[src/rtl/gne_ram.sv]
// Generic simple dual-port RAM with registered read.
module gne_ram #(
  parameter int WIDTH = 8,
  parameter int DEPTH = 256
) (
  input  logic                                       clk,
  input  logic                                       wr_en,
  input  logic [((DEPTH > 1) ? $clog2(DEPTH) : 1)-1:0] wr_addr,
  input  logic [WIDTH-1:0]                           wr_data,
  input  logic                                       rd_en,
  input  logic [((DEPTH > 1) ? $clog2(DEPTH) : 1)-1:0] rd_addr,
  output logic [WIDTH-1:0]                           rd_data
);

  logic [WIDTH-1:0] mem [DEPTH];

  // write port
  always_ff @(posedge clk) begin
    if (wr_en) begin
      mem[wr_addr] <= wr_data;
    end
  end

  // registered read port
  always_ff @(posedge clk) begin
    if (rd_en) begin
      rd_data <= mem[rd_addr];
    end
  end

endmodule
[config.mk]
export PLATFORM = sky130hd
export DESIGN_NAME = gne_ram
export DESIGN_NICKNAME = d
export VERILOG_FILES = /design/src/rtl/gne_ram.sv
export SDC_FILE = /design/constraint.sdc
export NUM_CORES = 2
export LEC_CHECK = 0
export BUFFER_PORTS_ARGS = -buffer_cell sky130_fd_sc_hd__buf_4
export CORE_AREA = 2 2 598 452
export CTS_CLUSTER_SIZE = 14
export DETAILED_ROUTE_END_ITERATION = 10
export DIE_AREA = 0 0 600 454
export SLEW_MARGIN = 0
export SYNTH_ARGS = -nofsm -noshare
export SYNTH_HDL_FRONTEND = slang
export SYNTH_SLANG_ARGS = --single-unit
[constraint.sdc]
create_clock -name clk -period 6.9 [get_ports clk]
set_input_delay 0.69 -clock clk [delete_from_list [all_inputs] [get_ports clk]]
set_output_delay 0.69 -clock clk [all_outputs]
set_load 0.02 [all_outputs]
After elaboration in Yosys (flattened, before gate mapping). Memories as Yosys holds them, arrays and structs flattened. A register that Yosys moved wholly into a read port is not among the register bits. Cells that the tools add are included.

Memories kept: 1. Logic and storage cells: 3. Flip-flop bits (word level): 0. Input bits: 27. Memory bits (writable): 2048.

Memory list: mem (words 256, bits a word 8, rd ports 1, clocked after memory_dff 1, wr ports 1, RTL line 15) `logic [WIDTH-1:0] mem [DEPTH];`.

Multiplexer cells: 2.

Operators by type and width (count): $mux 1 (2).

Longest topological paths before layout.
Depth in word-level cells: 2. Depth in mapped cells: 11. Gate-level depth less buffers: 6.

Worst setup path before layout. Ideal clock, no wire load.

Path kind: in2reg. Start: in rd_addr[0] (netlist name). End: reg rd_data[2], read port of mem (data pin). Setup time: 0.269 ns. Stages on the path: 9. Required time: 6.631 ns. Slack: 4.134 ns. Buffers on the path: 4. Arrival time: 2.497 ns. Cells stage by stage: buf_6 buf_12 buf_8 buf_2 mux4_2 a22oi_1 a21oi_1 nor4_1 nor4_2.

RTL lines: from (decl) (RTL line 11) `input logic [((DEPTH > 1) ? $clog2(DEPTH) : 1)-1:0] rd_addr,`; to (decl) (RTL line 12) `output logic [WIDTH-1:0] rd_data`.

==> flow_summary.toml <==
[status]
outcome = "finished, final reports clean"

[critical_path]
crit_arrival_ns = 4.52
cp-end-kind = "register"
cp_num_cells = 7
cp_max_fo = 77
rr_worst_depth = 6
path_delay_family = "simple AND/OR/NAND/NOR gates"
startpoint_type = "input pin"
worstReg2RegStart = "mem[80][5]"
r2r_slack_ns = 3.57
path_class = "input pin to register"
critPathSlowestCell = "or2b_1"
cp.required_ns = 7.44
critPathBufInv = 1
slowest_delay_ns = 1.05
reg2reg_to = "rd_data[5]"
worstPathCellList = "buf_8 -> or2b_1 -> o221ai_1 -> o211ai_1 -> a21oi_1 -> nor4_1 -> nor4_2"

[cts]
cts-root-buf = "clkbuf_16"
numClockSinks = 2056
cts_hold_buf = 0
worstSkewPairLatency_ns = 0.84
cts_tree = "built"
clk_pin_slew_ns = 0.07
cts_repair_resize_count = 0
htree_levels = 4
cts_buffer_depth = 4
cts_made_buffers = 189
cts_setup_buffers = 0

[timing]
skew_ns = 0.0462
worstMarginPinSlew_ns = 1.42
whs_ns = 0.240
fmaxAchievable_mhz = 251
post-route-period-util_pct = 57.7
hold_viol = 0
min_period_ns = 3.98
setup_viol = 0
finalSetupTns_ns = 0
rsz0062_at_grt = "no"
slew_viol_final = 0
slew_headroom_pct = 4.73

[flow_run]
maxCapViolations = 0

[detailed_routing]
vias = 39000
drtAntennaViolNets = 0
wl_met3_um = 20700
drtIter0Drc = 5903
wl_met1_um = 89100
dr.max_layer_used = "met5"
firstDrtPassIters = 5
routed_wirelength_um = 205000
dr_wl_met2_um = 91300
wl_per_cell_um = 27.2
drt-vias-per-instance = 5.19
drc = 0

[global_routing]
grt.overflow.total = 0
grt_usage_pct = 14.8
grt_max_degree = 176
grt_first_pass_wirelength_um = 291000
antenna_found_initial = 18
grt_pass1_vias = 38200

[die]
row_count = 165
core-area_um2 = 267000
dieArea_um2 = 272000
die_w_um = 600
die_y_um = 454
ioPinCount = 35
start_util_pct = 29.8

[yosys]
avgSynthCellArea_um2 = 21.3
yosys-top-cells-area = "edfxtp_1, mux4_2, mux2i_1"
ys_warn_count = 0
ys_ff_latch = 2056
synthFlopType = "edfxtp_1"
yosysSeqAreaShare_pct = 77.5
netlist-cell-type-count = 54
yosysMostFrequentCell = "edfxtp_1"
syn_nets = 3760
syn-cell-area_um2 = 79600
synth_top_area_share_pct = 77.5
postSynth.asyncResetShare_pct = 0
synth_area_leader_cell = "edfxtp_1"
synth_edf_count = 2056
synth_common_cells = "edfxtp_1, mux4_2, nor2_1, mux2i_1, a22oi_1"
netlist_instances = 3733

[place]
dp_hpwl_um = 123000
portBuffers = 34
gp_congestion = 0.827

[hold_path]
hold_path_depth = 1
min_path_type = "input pin to register"
hp-start = "rd_en"
hold-path-endpoint = "rd_data[1]"

[final_layout]
final_nets = 3837
drive_gt1_share_pct = 20.8
multi_input_area_um2 = 16500
seq_area_um2 = 61700
synthToLayoutAreaGrowth_pct = 12.0
fillCellCount = 24800

[pwr]
power.density_nw_per_um2 = 276
peakVddDrop_v = 0.000200
leakage_nw = 26.5
power_mw = 24.6
## layer usage
layer  track usage [%]  vias up
li1                  -    15800
met1              22.2    21000
met2              21.8     1971
met3              3.28      264
met4              3.09        4
met5                 0        -
## how the worst max path moves through the flow
stage                           from          to  slack [ns]
after floorplan           rd_addr[0]  rd_data[2]        4.13
after global placement    rd_addr[0]  rd_data[0]        1.99
after detailed placement  rd_addr[0]  rd_data[0]        2.01
after CTS                 rd_addr[0]  rd_data[0]        2.89
after global routing      rd_addr[1]  rd_data[0]        2.80
final                     rd_addr[1]  rd_data[0]        2.92
## metrics by stage
step	instance area (µm²)	util (%)	instances	setup WS [ns]
CTS	89200	33.4	7518	2.89
global placement	83900	31.4	7208	1.99
floorplan	79600	-	3733	4.13
global route	89200	33.4	7523	2.80
detailed placement	83900	31.4	7208	2.01
finish	89200	33.4	7524	2.92
## cell type report
type / count / share of cell area (%)
timing repair buffer: 119 / 1.27
clock inverter: 66 / 0.405
tap: 3590 / 5.03
clock buffer: 244 / 5.58
multi-input combinational: 1442 / 18.5
inverter: 2 / 0.00841
antenna: 5 / 0.0140
sequential: 2056 / 69.2
## where the power goes
| part | total (mW) | switching (mW) | internal, mW |
|---|---|---|---|
| Sequential | 13.8 | 0.0180 | 13.8 |
| Combinational | 1.24 | 0.836 | 0.406 |
| Clock | 9.55 | 4.46 | 5.09 |
## registers in the layout (all words and copies together), names as in the netlist
register / cells
rd_data: 8
mem: 2048
## cell usage in the layout, fill, tap and decap left out, drive strengths merged, types with 4 or more instances in the layout
cell type     n
edfxtp     2056
mux4        456
nor2        282
clkbuf      244
mux2i       134
a22oi       133
buf         119
a21oi        96
clkinv       62
o221ai       47
nand3        34
nand2        33
nor2b        31
o22ai        28
nor4         27
nor3         22
a211oi       16
a221oi       14
o21ai        12
nand4        10
o211ai       10
nand2b        8
a22o          8
and2          6
diode         5
o22a          5
o32ai         5
a2111oi       5
or2           4
inv           4
## logic make-up (layout without fill, tap and decap cells)
family / Yosys count / in the layout / share of synthesized area (%)
AO/OA/AOI/OAI: 385 / 385 / 3.42
buffers and inverters: 235 / 431 / 1.83
flip-flops: 2056 / 2056 / 77.5
multiplexers: 591 / 591 / 14.6
other: 0 / 5 / 0
AND/OR/NAND/NOR: 466 / 466 / 2.63
No activity file was read; power rests on OpenSTA's default activity.
